## src/rtl/notch_filter_jitter_histogram_unit_assert.svh

```systemverilog
// Assertion macros shared by the notch filter jitter histogram RTL
`ifndef NOTCH_FILTER_JITTER_HISTOGRAM_UNIT_ASSERT_SVH
`define NOTCH_FILTER_JITTER_HISTOGRAM_UNIT_ASSERT_SVH

// Same-cycle implication, clocked on clk, off during reset
`define NFJH_ASSERT_IMP(lbl, ante, cons, msg) \
  lbl: assert property (@(posedge clk) disable iff (!rst_n) (ante) |-> (cons)) \
    else $error(msg);

// Next-cycle implication, clocked on clk, off during reset
`define NFJH_ASSERT_NXT(lbl, ante, cons, msg) \
  lbl: assert property (@(posedge clk) disable iff (!rst_n) (ante) |=> (cons)) \
    else $error(msg);

`endif

```

## src/rtl/nfjh_pkg.sv

```systemverilog
// Shared widths, filter coefficients and stage types
package nfjh_pkg;

  localparam int SAMPLE_W = 12;
  localparam int TS_W     = 32;
  localparam int DATA_W   = 32;
  localparam int JIT_W    = 30;
  localparam int JB_W     = 6;

  localparam logic [TS_W-1:0] PERIOD_RST = 32'd40000;

  // Notch biquad taps: y = (256(x0+x2) - 503x1 + 498y1 - 251y2 + 128) / 256
  localparam logic [DATA_W-1:0] COEF_X1  = 32'd503;
  localparam logic [DATA_W-1:0] COEF_Y1  = 32'd498;
  localparam logic [DATA_W-1:0] COEF_Y2  = 32'd251;
  localparam logic [DATA_W-1:0] ROUND_K  = 32'd128;
  localparam logic [DATA_W-1:0] TRUNC_K  = 32'd255;
  localparam int                Y_SHIFT  = 8;

  // Jitter rounding: (dev + 4) / 8
  localparam logic [TS_W:0] JIT_ROUND = 33'd4;
  localparam int            JIT_SHIFT = 3;

  typedef struct packed {
    logic signed [DATA_W-1:0] filtered;
    logic                     jitter_valid;
    logic [JIT_W-1:0]         max_jitter;
  } front_item_t;

endpackage

```

## src/rtl/nfjh_if.sv

```systemverilog
// Stream interfaces: sample input, result output and period write channel
interface nfjh_in_if;
  import nfjh_pkg::*;
  logic                valid;
  logic                ready;
  logic [SAMPLE_W-1:0] sample;
  logic [TS_W-1:0]     timestamp;
  logic                run_active;
  modport source (output valid, output sample, output timestamp, output run_active,
                  input ready);
  modport sink   (input valid, input sample, input timestamp, input run_active,
                  output ready);
endinterface

interface nfjh_out_if;
  import nfjh_pkg::*;
  logic                     valid;
  logic                     ready;
  logic signed [DATA_W-1:0] filtered;
  logic                     jitter_valid;
  logic [JB_W-1:0]          jitter_bin;
  logic [DATA_W-1:0]        bin_count;
  logic [JIT_W-1:0]         max_jitter_out;
  modport source (output valid, output filtered, output jitter_valid, output jitter_bin,
                  output bin_count, output max_jitter_out, input ready);
  modport sink   (input valid, input filtered, input jitter_valid, input jitter_bin,
                  input bin_count, input max_jitter_out, output ready);
endinterface

interface nfjh_cfg_if;
  import nfjh_pkg::*;
  logic            valid;
  logic            ready;
  logic [TS_W-1:0] data;
  modport source (output valid, output data, input ready);
  modport sink   (input valid, input data, output ready);
endinterface

```

## src/rtl/notch_filter_jitter_histogram_unit.sv

```systemverilog
// Top level: notch filter and sampling-jitter histogram, one channel
// Takes one sample beat per clock unless stalled or clearing, and returns one result
// beat per beat with run_active set, via the histogram stage and output registers;
// beats with run_active clear are taken and dropped. The rate is set by the histogram
// update: a read of the bin's count from a RAM with a registered read, an increment
// and a write back, with the value forwarded when back-to-back beats hit the same bin.
// After reset the histogram RAM is cleared one bin per cycle, and no sample is taken
// until the sweep ends; period writes are taken at any time. A stalled result holds in
// the output register while one further beat is taken into the histogram stage.
module notch_filter_jitter_histogram_unit #(
  parameter int HIST_BINS = 64
) (
  input  logic        clk,
  input  logic        rst_n,
  nfjh_in_if.sink     in_ch,
  nfjh_out_if.source  out_ch,
  nfjh_cfg_if.sink    cfg_ch
);
  import nfjh_pkg::*;

  localparam int BW = $clog2(HIST_BINS);

  logic            period_wr;
  logic [TS_W-1:0] period_r;
  logic            in_ready, step;
  front_item_t     item;
  logic [BW-1:0]   bin;

  assign cfg_ch.ready = 1'b1;
  assign period_wr    = cfg_ch.valid && cfg_ch.ready;

  always_ff @(posedge clk) begin
    if (!rst_n) begin
      period_r <= PERIOD_RST;
    end else if (period_wr) begin
      period_r <= cfg_ch.data;
    end
  end

  assign in_ch.ready = in_ready;
  assign step        = in_ch.valid && in_ready && in_ch.run_active;

  nfjh_front #(
    .HIST_BINS (HIST_BINS),
    .BW        (BW)
  ) u_front (
    .clk       (clk),
    .rst_n     (rst_n),
    .step      (step),
    .sample    (in_ch.sample),
    .timestamp (in_ch.timestamp),
    .period    (period_r),
    .item      (item),
    .bin       (bin)
  );

  nfjh_hist #(
    .HIST_BINS (HIST_BINS),
    .BW        (BW)
  ) u_hist (
    .clk      (clk),
    .rst_n    (rst_n),
    .step     (step),
    .item     (item),
    .bin      (bin),
    .in_ready (in_ready),
    .out_ch   (out_ch)
  );

endmodule

```

## src/rtl/nfjh_ram.sv

```systemverilog
// Generic simple dual-port RAM, one write port, one registered read port
module nfjh_ram #(
  parameter int WIDTH = 32,
  parameter int DEPTH = 64
) (
  input  logic                     clk,
  input  logic                     we,
  input  logic [$clog2(DEPTH)-1:0] waddr,
  input  logic [WIDTH-1:0]         wdata,
  input  logic                     re,
  input  logic [$clog2(DEPTH)-1:0] raddr,
  output logic [WIDTH-1:0]         rdata
);

  logic [WIDTH-1:0] mem_r [DEPTH];

  always_ff @(posedge clk) begin
    if (we) begin
      mem_r[waddr] <= wdata;
    end
    if (re) begin
      rdata <= mem_r[raddr];
    end
  end

endmodule

```

## src/rtl/nfjh_front.sv

```systemverilog
// Front stage: notch biquad with feedback registers and timestamp jitter
module nfjh_front #(
  parameter int HIST_BINS = 64,
  parameter int BW        = $clog2(HIST_BINS)
) (
  input  logic                          clk,
  input  logic                          rst_n,
  input  logic                          step,
  input  logic [nfjh_pkg::SAMPLE_W-1:0] sample,
  input  logic [nfjh_pkg::TS_W-1:0]     timestamp,
  input  logic [nfjh_pkg::TS_W-1:0]     period,
  output nfjh_pkg::front_item_t         item,
  output logic [BW-1:0]                 bin
);
  import nfjh_pkg::*;

  logic [SAMPLE_W-1:0] x1_r, x2_r;
  logic [DATA_W-1:0]   y1_r, y2_r;
  logic [TS_W-1:0]     prev_r;
  logic                first_r;
  logic [JIT_W-1:0]    max_r, max_nxt;

  logic [DATA_W-1:0] acc, acc_adj, y0;
  logic [TS_W-1:0]   diff, dev;
  logic [TS_W:0]     dev_rnd;
  logic [JIT_W-1:0]  jit;

  always_comb begin
    acc = ((DATA_W'(sample) + DATA_W'(x2_r)) << Y_SHIFT)
        - COEF_X1 * DATA_W'(x1_r)
        + COEF_Y1 * y1_r
        - COEF_Y2 * y2_r
        + ROUND_K;
    // truncate toward zero on negative numerators
    acc_adj = acc + (acc[DATA_W-1] ? TRUNC_K : '0);
    y0      = DATA_W'($signed(acc_adj) >>> Y_SHIFT);
  end

  always_comb begin
    diff    = timestamp - prev_r;
    dev     = (diff > period) ? (diff - period) : (period - diff);
    dev_rnd = ({1'b0, dev} + JIT_ROUND) >> JIT_SHIFT;
    jit     = dev_rnd[JIT_W-1:0];
    max_nxt = (first_r && (jit > max_r)) ? jit : max_r;
    bin     = (jit >= JIT_W'(HIST_BINS)) ? BW'(HIST_BINS - 1) : jit[BW-1:0];
  end

  assign item.filtered     = $signed(y0);
  assign item.jitter_valid = first_r;
  assign item.max_jitter   = max_nxt;

  always_ff @(posedge clk) begin
    if (!rst_n) begin
      x1_r    <= '0;
      x2_r    <= '0;
      y1_r    <= '0;
      y2_r    <= '0;
      prev_r  <= '0;
      first_r <= 1'b0;
      max_r   <= '0;
    end else if (step) begin
      x2_r    <= x1_r;
      x1_r    <= sample;
      y2_r    <= y1_r;
      y1_r    <= y0;
      prev_r  <= timestamp;
      first_r <= 1'b1;
      max_r   <= max_nxt;
    end
  end

endmodule

```

## src/rtl/nfjh_hist.sv

```systemverilog
// Histogram read-modify-write stage with forwarding, clear sweep and output register
`include "notch_filter_jitter_histogram_unit_assert.svh"

module nfjh_hist #(
  parameter int HIST_BINS = 64,
  parameter int BW        = $clog2(HIST_BINS)
) (
  input  logic                  clk,
  input  logic                  rst_n,
  input  logic                  step,
  input  nfjh_pkg::front_item_t item,
  input  logic [BW-1:0]         bin,
  output logic                  in_ready,
  nfjh_out_if.source            out_ch
);
  import nfjh_pkg::*;

  logic              clearing_r;
  logic [BW-1:0]     clr_cnt_r;

  logic              s1_v_r;
  front_item_t       s1_item_r;
  logic [BW-1:0]     s1_bin_r;
  logic              fwd_r;
  logic [DATA_W-1:0] fwd_val_r;

  logic              out_v_r;
  logic signed [DATA_W-1:0] out_filt_r;
  logic              out_jv_r;
  logic [JB_W-1:0]   out_bin_r;
  logic [DATA_W-1:0] out_cnt_r;
  logic [JIT_W-1:0]  out_max_r;

  logic              s1_adv, hit, we;
  logic [DATA_W-1:0] rd_data, new_count, wdata;
  logic [BW-1:0]     waddr;
  logic [BW+JB_W-1:0] bin_ext;

  assign s1_adv    = !out_v_r || out_ch.ready;
  assign in_ready  = !clearing_r && (!s1_v_r || s1_adv);
  assign new_count = (fwd_r ? fwd_val_r : rd_data) + 1'b1;
  // the bin written this cycle is the one a new beat reads: pass it along
  assign hit       = s1_v_r && s1_adv && s1_item_r.jitter_valid && (s1_bin_r == bin);
  assign we        = clearing_r || (s1_v_r && s1_adv && s1_item_r.jitter_valid);
  assign waddr     = clearing_r ? clr_cnt_r : s1_bin_r;
  assign wdata     = clearing_r ? '0 : new_count;
  assign bin_ext   = {{JB_W{1'b0}}, s1_bin_r};

  nfjh_ram #(
    .WIDTH (DATA_W),
    .DEPTH (HIST_BINS)
  ) u_hist_ram (
    .clk   (clk),
    .we    (we),
    .waddr (waddr),
    .wdata (wdata),
    .re    (step),
    .raddr (bin),
    .rdata (rd_data)
  );

  always_ff @(posedge clk) begin
    if (!rst_n) begin
      clearing_r <= 1'b1;
      clr_cnt_r  <= '0;
    end else if (clearing_r) begin
      clr_cnt_r <= clr_cnt_r + 1'b1;
      if (clr_cnt_r == BW'(HIST_BINS - 1)) begin
        clearing_r <= 1'b0;
      end
    end
  end

  always_ff @(posedge clk) begin
    if (!rst_n) begin
      s1_v_r <= 1'b0;
    end else if (step) begin
      s1_v_r <= 1'b1;
    end else if (s1_adv) begin
      s1_v_r <= 1'b0;
    end
  end

  always_ff @(posedge clk) begin
    if (step) begin
      s1_item_r <= item;
      s1_bin_r  <= bin;
      fwd_r     <= hit;
      fwd_val_r <= new_count;
    end
  end

  always_ff @(posedge clk) begin
    if (!rst_n) begin
      out_v_r <= 1'b0;
    end else if (s1_adv) begin
      out_v_r <= s1_v_r;
    end
  end

  always_ff @(posedge clk) begin
    if (s1_adv && s1_v_r) begin
      out_filt_r <= s1_item_r.filtered;
      out_jv_r   <= s1_item_r.jitter_valid;
      out_bin_r  <= s1_item_r.jitter_valid ? bin_ext[JB_W-1:0] : '0;
      out_cnt_r  <= s1_item_r.jitter_valid ? new_count : '0;
      out_max_r  <= s1_item_r.max_jitter;
    end
  end

  assign out_ch.valid          = out_v_r;
  assign out_ch.filtered       = out_filt_r;
  assign out_ch.jitter_valid   = out_jv_r;
  assign out_ch.jitter_bin     = out_bin_r;
  assign out_ch.bin_count      = out_cnt_r;
  assign out_ch.max_jitter_out = out_max_r;

  `NFJH_ASSERT_IMP(a_no_take_while_clearing, clearing_r, !in_ready,
                   "beat taken during histogram clear")
  `NFJH_ASSERT_NXT(a_s1_held_on_stall, s1_v_r && !s1_adv, s1_v_r,
                   "stalled histogram stage lost its beat")
  `NFJH_ASSERT_IMP(a_out_from_s1, $rose(out_v_r), $past(s1_v_r),
                   "result appeared without a stage beat")
  `NFJH_ASSERT_NXT(a_fwd_needs_write, step && hit, fwd_r,
                   "forward flag missed a same-bin update")

endmodule
```

## src/flat_wrapper.sv

```systemverilog
// flat-port wrapper written by rule: the top's interface ports become plain ports
module notch_filter_jitter_histogram_unit_flat import nfjh_pkg::*;
#(
  parameter int HIST_BINS = 64
)
  (clk, rst_n, in_ch_valid, in_ch_sample, in_ch_timestamp, in_ch_run_active, in_ch_ready, out_ch_valid, out_ch_filtered, out_ch_jitter_valid, out_ch_jitter_bin, out_ch_bin_count, out_ch_max_jitter_out, out_ch_ready, cfg_ch_valid, cfg_ch_data, cfg_ch_ready);
  nfjh_in_if in_ch_i ();
  nfjh_out_if out_ch_i ();
  nfjh_cfg_if cfg_ch_i ();
  input  logic clk;
  input  logic rst_n;
  input wire logic [$bits(in_ch_i.valid)-1:0] in_ch_valid;
  input wire logic [$bits(in_ch_i.sample)-1:0] in_ch_sample;
  input wire logic [$bits(in_ch_i.timestamp)-1:0] in_ch_timestamp;
  input wire logic [$bits(in_ch_i.run_active)-1:0] in_ch_run_active;
  output wire logic [$bits(in_ch_i.ready)-1:0] in_ch_ready;
  output wire logic [$bits(out_ch_i.valid)-1:0] out_ch_valid;
  output wire logic [$bits(out_ch_i.filtered)-1:0] out_ch_filtered;
  output wire logic [$bits(out_ch_i.jitter_valid)-1:0] out_ch_jitter_valid;
  output wire logic [$bits(out_ch_i.jitter_bin)-1:0] out_ch_jitter_bin;
  output wire logic [$bits(out_ch_i.bin_count)-1:0] out_ch_bin_count;
  output wire logic [$bits(out_ch_i.max_jitter_out)-1:0] out_ch_max_jitter_out;
  input wire logic [$bits(out_ch_i.ready)-1:0] out_ch_ready;
  input wire logic [$bits(cfg_ch_i.valid)-1:0] cfg_ch_valid;
  input wire logic [$bits(cfg_ch_i.data)-1:0] cfg_ch_data;
  output wire logic [$bits(cfg_ch_i.ready)-1:0] cfg_ch_ready;
  assign in_ch_i.valid = in_ch_valid;
  assign in_ch_i.sample = in_ch_sample;
  assign in_ch_i.timestamp = in_ch_timestamp;
  assign in_ch_i.run_active = in_ch_run_active;
  assign in_ch_ready = in_ch_i.ready;
  assign out_ch_valid = out_ch_i.valid;
  assign out_ch_filtered = out_ch_i.filtered;
  assign out_ch_jitter_valid = out_ch_i.jitter_valid;
  assign out_ch_jitter_bin = out_ch_i.jitter_bin;
  assign out_ch_bin_count = out_ch_i.bin_count;
  assign out_ch_max_jitter_out = out_ch_i.max_jitter_out;
  assign out_ch_i.ready = out_ch_ready;
  assign cfg_ch_i.valid = cfg_ch_valid;
  assign cfg_ch_i.data = cfg_ch_data;
  assign cfg_ch_ready = cfg_ch_i.ready;
  notch_filter_jitter_histogram_unit #(.HIST_BINS(HIST_BINS)) u_core (.clk(clk), .rst_n(rst_n), .in_ch(in_ch_i), .out_ch(out_ch_i), .cfg_ch(cfg_ch_i));
endmodule
```

## config.mk

```make
export PLATFORM = sky130hd
export DESIGN_NAME = notch_filter_jitter_histogram_unit_flat
export DESIGN_NICKNAME = d
export VERILOG_FILES = /design/src/rtl/nfjh_pkg.sv /design/src/rtl/nfjh_if.sv /design/src/rtl/notch_filter_jitter_histogram_unit.sv /design/src/rtl/nfjh_ram.sv /design/src/rtl/nfjh_front.sv /design/src/rtl/nfjh_hist.sv /design/src/flat_wrapper.sv
export VERILOG_INCLUDE_DIRS = /design/src /design/src/rtl
export SDC_FILE = /design/constraint.sdc
export NUM_CORES = 2
export LEC_CHECK = 0
export ABC_CLOCK_PERIOD_IN_PS = 33600
export BUFFER_PORTS_ARGS = -buffer_cell sky130_fd_sc_hd__clkbuf_2
export CAP_MARGIN = 20
export CORE_ASPECT_RATIO = 0.9
export CORE_MARGIN = 5
export CORE_UTILIZATION = 55
export CTS_CLUSTER_DIAMETER = 150
export CTS_CLUSTER_SIZE = 30
export DETAILED_ROUTE_END_ITERATION = 16
export PLACE_DENSITY = 0.74
export SKIP_LAST_GASP = 1
export SYNTH_ARGS = -nofsm -noshare
export SYNTH_HDL_FRONTEND = slang
export SYNTH_HIERARCHICAL = 1
export SYNTH_SLANG_ARGS = --single-unit
```

## constraint.sdc

```tcl
create_clock -name clk -period 33.6 [get_ports clk]
set_clock_uncertainty 0.15 [all_clocks]
set_input_delay 5.04 -clock clk [delete_from_list [all_inputs] [get_ports clk]]
set_output_delay 5.04 -clock clk [all_outputs]
set_load 0.005 [all_outputs]
```

==> impl_results.md <==
- Status: completed
- Root Buffer: clkbuf_16
- Post-CTS Setup Repair Bufs: 0
- Total CTS buffers: 95
- Placer congestion estimate: roughly 0.90
- Synth top area share: approximately 59%
- Ports: 186
- Setup violators final: 0
- Starting Density: 55.12%
- H-tree lvl count: 3
- Overall power: ~5400 uW
- Final Util: roughly three fifths
- Pwr/cell area: approximately 43 mW/mm^2
- Yosys top cell by area: edfxtp_1
- Arr. time, crit path: between 15000 and 20000 ps
- Layout cell share with drive strength beyond 1: between 10% and 20%
- Slew @ Worst Pin: 1158 ps
- Syn_nets: ~8000
- Slowest cell on crit path: buf_4
- CP top delay family: simple AND/OR/NAND/NOR gates
- Routed wl met3: approximately 27000 um
- Worst-Skew Late Latency: 820 ps
- EDFF count, synth: roughly 2300
- Synth unique cells: 106
- FF-to-FF End: u_core/u_hist/u_hist_ram/rdata[1]$_DFFE_PP_
- CP max stage delay: 880 ps
- Vias in the first global route: approximately 62000
- Synthesized area per cell: about 16 um^2
- Hold_buf cts: 0
- Worst R2R Setup Slack: about 18000 ps
- Post-Syn Area: ~0.12 mm^2
- Syn Inst Count: about 7100
- WHS Endpoint: u_core/u_hist/out_ch.max_jitter_out[10]$_DFFE_PN_
- Via density: 6.194
- Total gr overflow: 0
- Clock period minus worst slack: slightly below 20000 ps
- VDD IR max: 0.00004533 V
- Overall routed net length: ~280000 um
- Setup Total Neg Slack: 0 ps
- Clk slew on worst S/H paths: approximately 120 ps
- Wire per inst: about 27 um
- Via count: ~63000
- Post-CTS resize count: 0
- Largest net degree at the start of global routing: approximately 130
- WP buf/inv: 6
- Ys async rst share: 0%
- Final Net Count: between 8000 and 9000
- Top cell by count, worst path: buf_4
- Post-synthesis sequential area ratio: between 60 and 70%
- Layout fillers: between 15000 and 20000
- Initial DRC count: ~7300
- Layout area overhead: 6.642%
- R2r startpoint: u_core/u_front/prev_r[1]$_SDFFE_PN0P_
- Pleak: about 0.044 uW
- Clk buf depth: 3
- Register bit total from synthesis: between 2000 and 2500
- CP Class: in -> reg
- I/O Buffers: approximately 180
- Worst-path fanout max: 62
- Register area: between 0.07 and 0.08 mm^2
- Final instance area: between 0.1 and 0.15 mm^2
- Min-Delay Startpoint: u_core/u_hist/s1_item_r[10]$_DFFE_PP_
- Max-slew headroom: between 20% and 30%
- Max-Cap Viols: 0
- Hold Vio Cnt, Final: 0
- Initial antenna violation count: 9
- DP HPWL: ~170000 um
- Crit start category: input port
- Core Area: 0.2108 mm^2
- Synth Flop Type: edfxtp_1
- RSZ-0062 raised after global routing: no
- Yosys warns: 6
- Multi-input logic area: around 0.04 mm^2
- Metal2 WL: 131400 um
- First-pass GRT wire length: between 400000 and 500000 um
- Die W: a little under 500 um
- GR Util All Layers: around a quarter
- Type of destination of the critical path: flip-flop
- DRC viols: 0
- F_max: 0.05117 GHz
- DR top layer: met5
- Slew Viols, Final: 0
- CP required: around 34000 ps
- # clock sinks: ~2500
- M1 wire length: between 100000 and 150000 um
- Full die area: 0.2205 mm^2
- Fin Hold WS: 264.8 ps
- R2R depth: 41
- Hold Path Class: reg -> reg
- TritonCTS clock tree: built
- Hold Path Depth: 0
- Post-DP Area: between 0.1 and 0.15 mm^2
- Height of the chip: between 400 and 500 um
- First-pass DRT Iterations: 8
- Final ANT Viol Nets: 0
- Rows: 160
- Ranking of synthesized cells by area: edfxtp_1 (59%), mux4_2 (11%), fa_1 (5.5%)
- Period utilization: between 50% and 60%
## report_power, final
group / switching (uW) / internal [uW]
Clock: 902 / 545
Sequential: 5.59 / 3320
Combinational: 369 / 210
Total: 1280 / 4070
## worst reg2reg max path, delay by kind of cell, from the launching register on
family                   cells  cell delay [ps]
AND/OR/NAND/NOR             15             5100
AO/OA/AOI/OAI               15             4640
buffers and inverters        6             3530
adder cells (fa/ha/maj)      2              720
multiplexers                 1              470
XOR/XNOR                     2              410
flip-flops                   1              360
## sequential cells by signal, summed over array words and instances, names as in the netlist, 6 cells and up
signal and flops:
u_core/u_hist/u_hist_ram/mem_r 2048, u_core/u_hist/s1_item_r 63, u_core/period_r 32, u_core/u_front/prev_r 32, u_core/u_hist/fwd_val_r 32, u_core/u_hist/out_ch.bin_count 32, u_core/u_hist/out_ch.filtered 32, u_core/u_hist/u_hist_ram/rdata 32
u_core/u_front/max_r 30, u_core/u_hist/out_ch.max_jitter_out 30, u_core/u_front/y1_r 24, u_core/u_front/y2_r 24, u_core/u_front/x1_r 12, u_core/u_front/x2_r 12, u_core/u_hist/clr_cnt_r 6, u_core/u_hist/out_ch.jitter_bin 6
u_core/u_hist/s1_bin_r 6
## logic make-up (layout without fill, tap and decap cells)
logic type      after synthesis  after routing  synth area share [%]
fa+ha+maj                   739            739                 10.03
xor+xnor                    212            212                 1.618
mux                         837            837                 13.12
simple gates               1097           1097                 4.968
other cells                   1              9              0.003228
buf+inv                    1022           1188                 3.642
compound gates              777            777                 4.588
flops                      2459           2459                 62.04
## cell usage in the layout, fill, tap and decap left out, drive strengths merged, types with 34 or more instances in the layout
cell type / synthesis / final
edfxtp: 2283 / 2283
inv: 729 / 732
mux4: 544 / 544
ha: 419 / 419
fa: 320 / 320
clkbuf: 132 / 300
nor2: 297 / 297
mux2i: 249 / 249
a21oi: 200 / 200
dfxtp: 176 / 176
nand2: 172 / 172
nor2b: 168 / 168
buf: 161 / 148
xnor2: 132 / 132
o21ai: 102 / 102
nand3: 96 / 96
o22ai: 91 / 91
nor3: 88 / 88
xor2: 79 / 79
a21o: 72 / 72
mux2: 44 / 44
nand4: 43 / 43
and2: 39 / 39
nor4: 34 / 34
## metal layers
metal / global-route usage, % / vias to the layer above
met5: 0 / -
met4: 8.245 / 4
met3: 4.349 / 390
met2: 40.11 / 3036
met1: 35.28 / 32360
li1: - / 27090
## how the worst max path moves through the flow
stage | endpoint | slack [ps] | start | cells past startpoint
2_1_floorplan | u_core/u_front/max_r[27]$_SDFFE_PN0P_ | 18550 | in_ch_timestamp[1] | 48
5_1_grt | u_core/u_hist/u_hist_ram/rdata[1]$_DFFE_PP_ | 13320 | in_ch_timestamp[1] | 41
3_5_place_dp | u_core/u_hist/u_hist_ram/rdata[1]$_DFFE_PP_ | 13620 | in_ch_timestamp[1] | 41
6_report | u_core/u_hist/u_hist_ram/rdata[1]$_DFFE_PP_ | 14060 | in_ch_timestamp[1] | 41
4_1_cts | u_core/u_hist/u_hist_ram/rdata[1]$_DFFE_PP_ | 14430 | in_ch_timestamp[1] | 41
3_3_place_gp | u_core/u_hist/u_hist_ram/rdata[1]$_DFFE_PP_ | 13490 | in_ch_timestamp[1] | 45
## per-stage QoR
stage,setup slack (ps),std cells
6_report,14060,10150
4_1_cts,14430,10140
3_5_place_dp,13620,10020
3_3_place_gp,13490,10010
5_1_grt,13320,10150
2_1_floorplan,18550,7144
## cells in the mapped netlist, types with 25 or more instances
cell / instances
o21ai_0: 101
nor4_1: 31
nor2b_1: 168
nor3_1: 87
o22ai_1: 90
ha_1: 419
xor2_1: 78
nand2_1: 172
a21oi_1: 199
edfxtp_1: 2283
mux4_2: 544
nand4_1: 37
fa_1: 320
clkbuf_1: 132
o21a_1: 29
buf_2: 73
a21o_1: 72
o221ai_1: 29
dfxtp_1: 176
nand3_1: 94
xnor2_1: 132
buf_4: 46
mux2_2: 43
mux2i_1: 249
inv_1: 729
nor2_1: 297
and2_1: 39
nand2b_1: 25
and3_1: 27
buf_1: 29
## cell type report
type	count	share of cell area, %
multi-input cells	3663	32.80
well taps	2835	2.863
clock buffers	117	2.020
inverters	729	2.209
clock inverters	11	0.2131
diodes	8	0.01616
repair buffers	331	1.703
flip-flops and latches	2459	58.18
No activity file was read; power rests on OpenSTA's default activity.
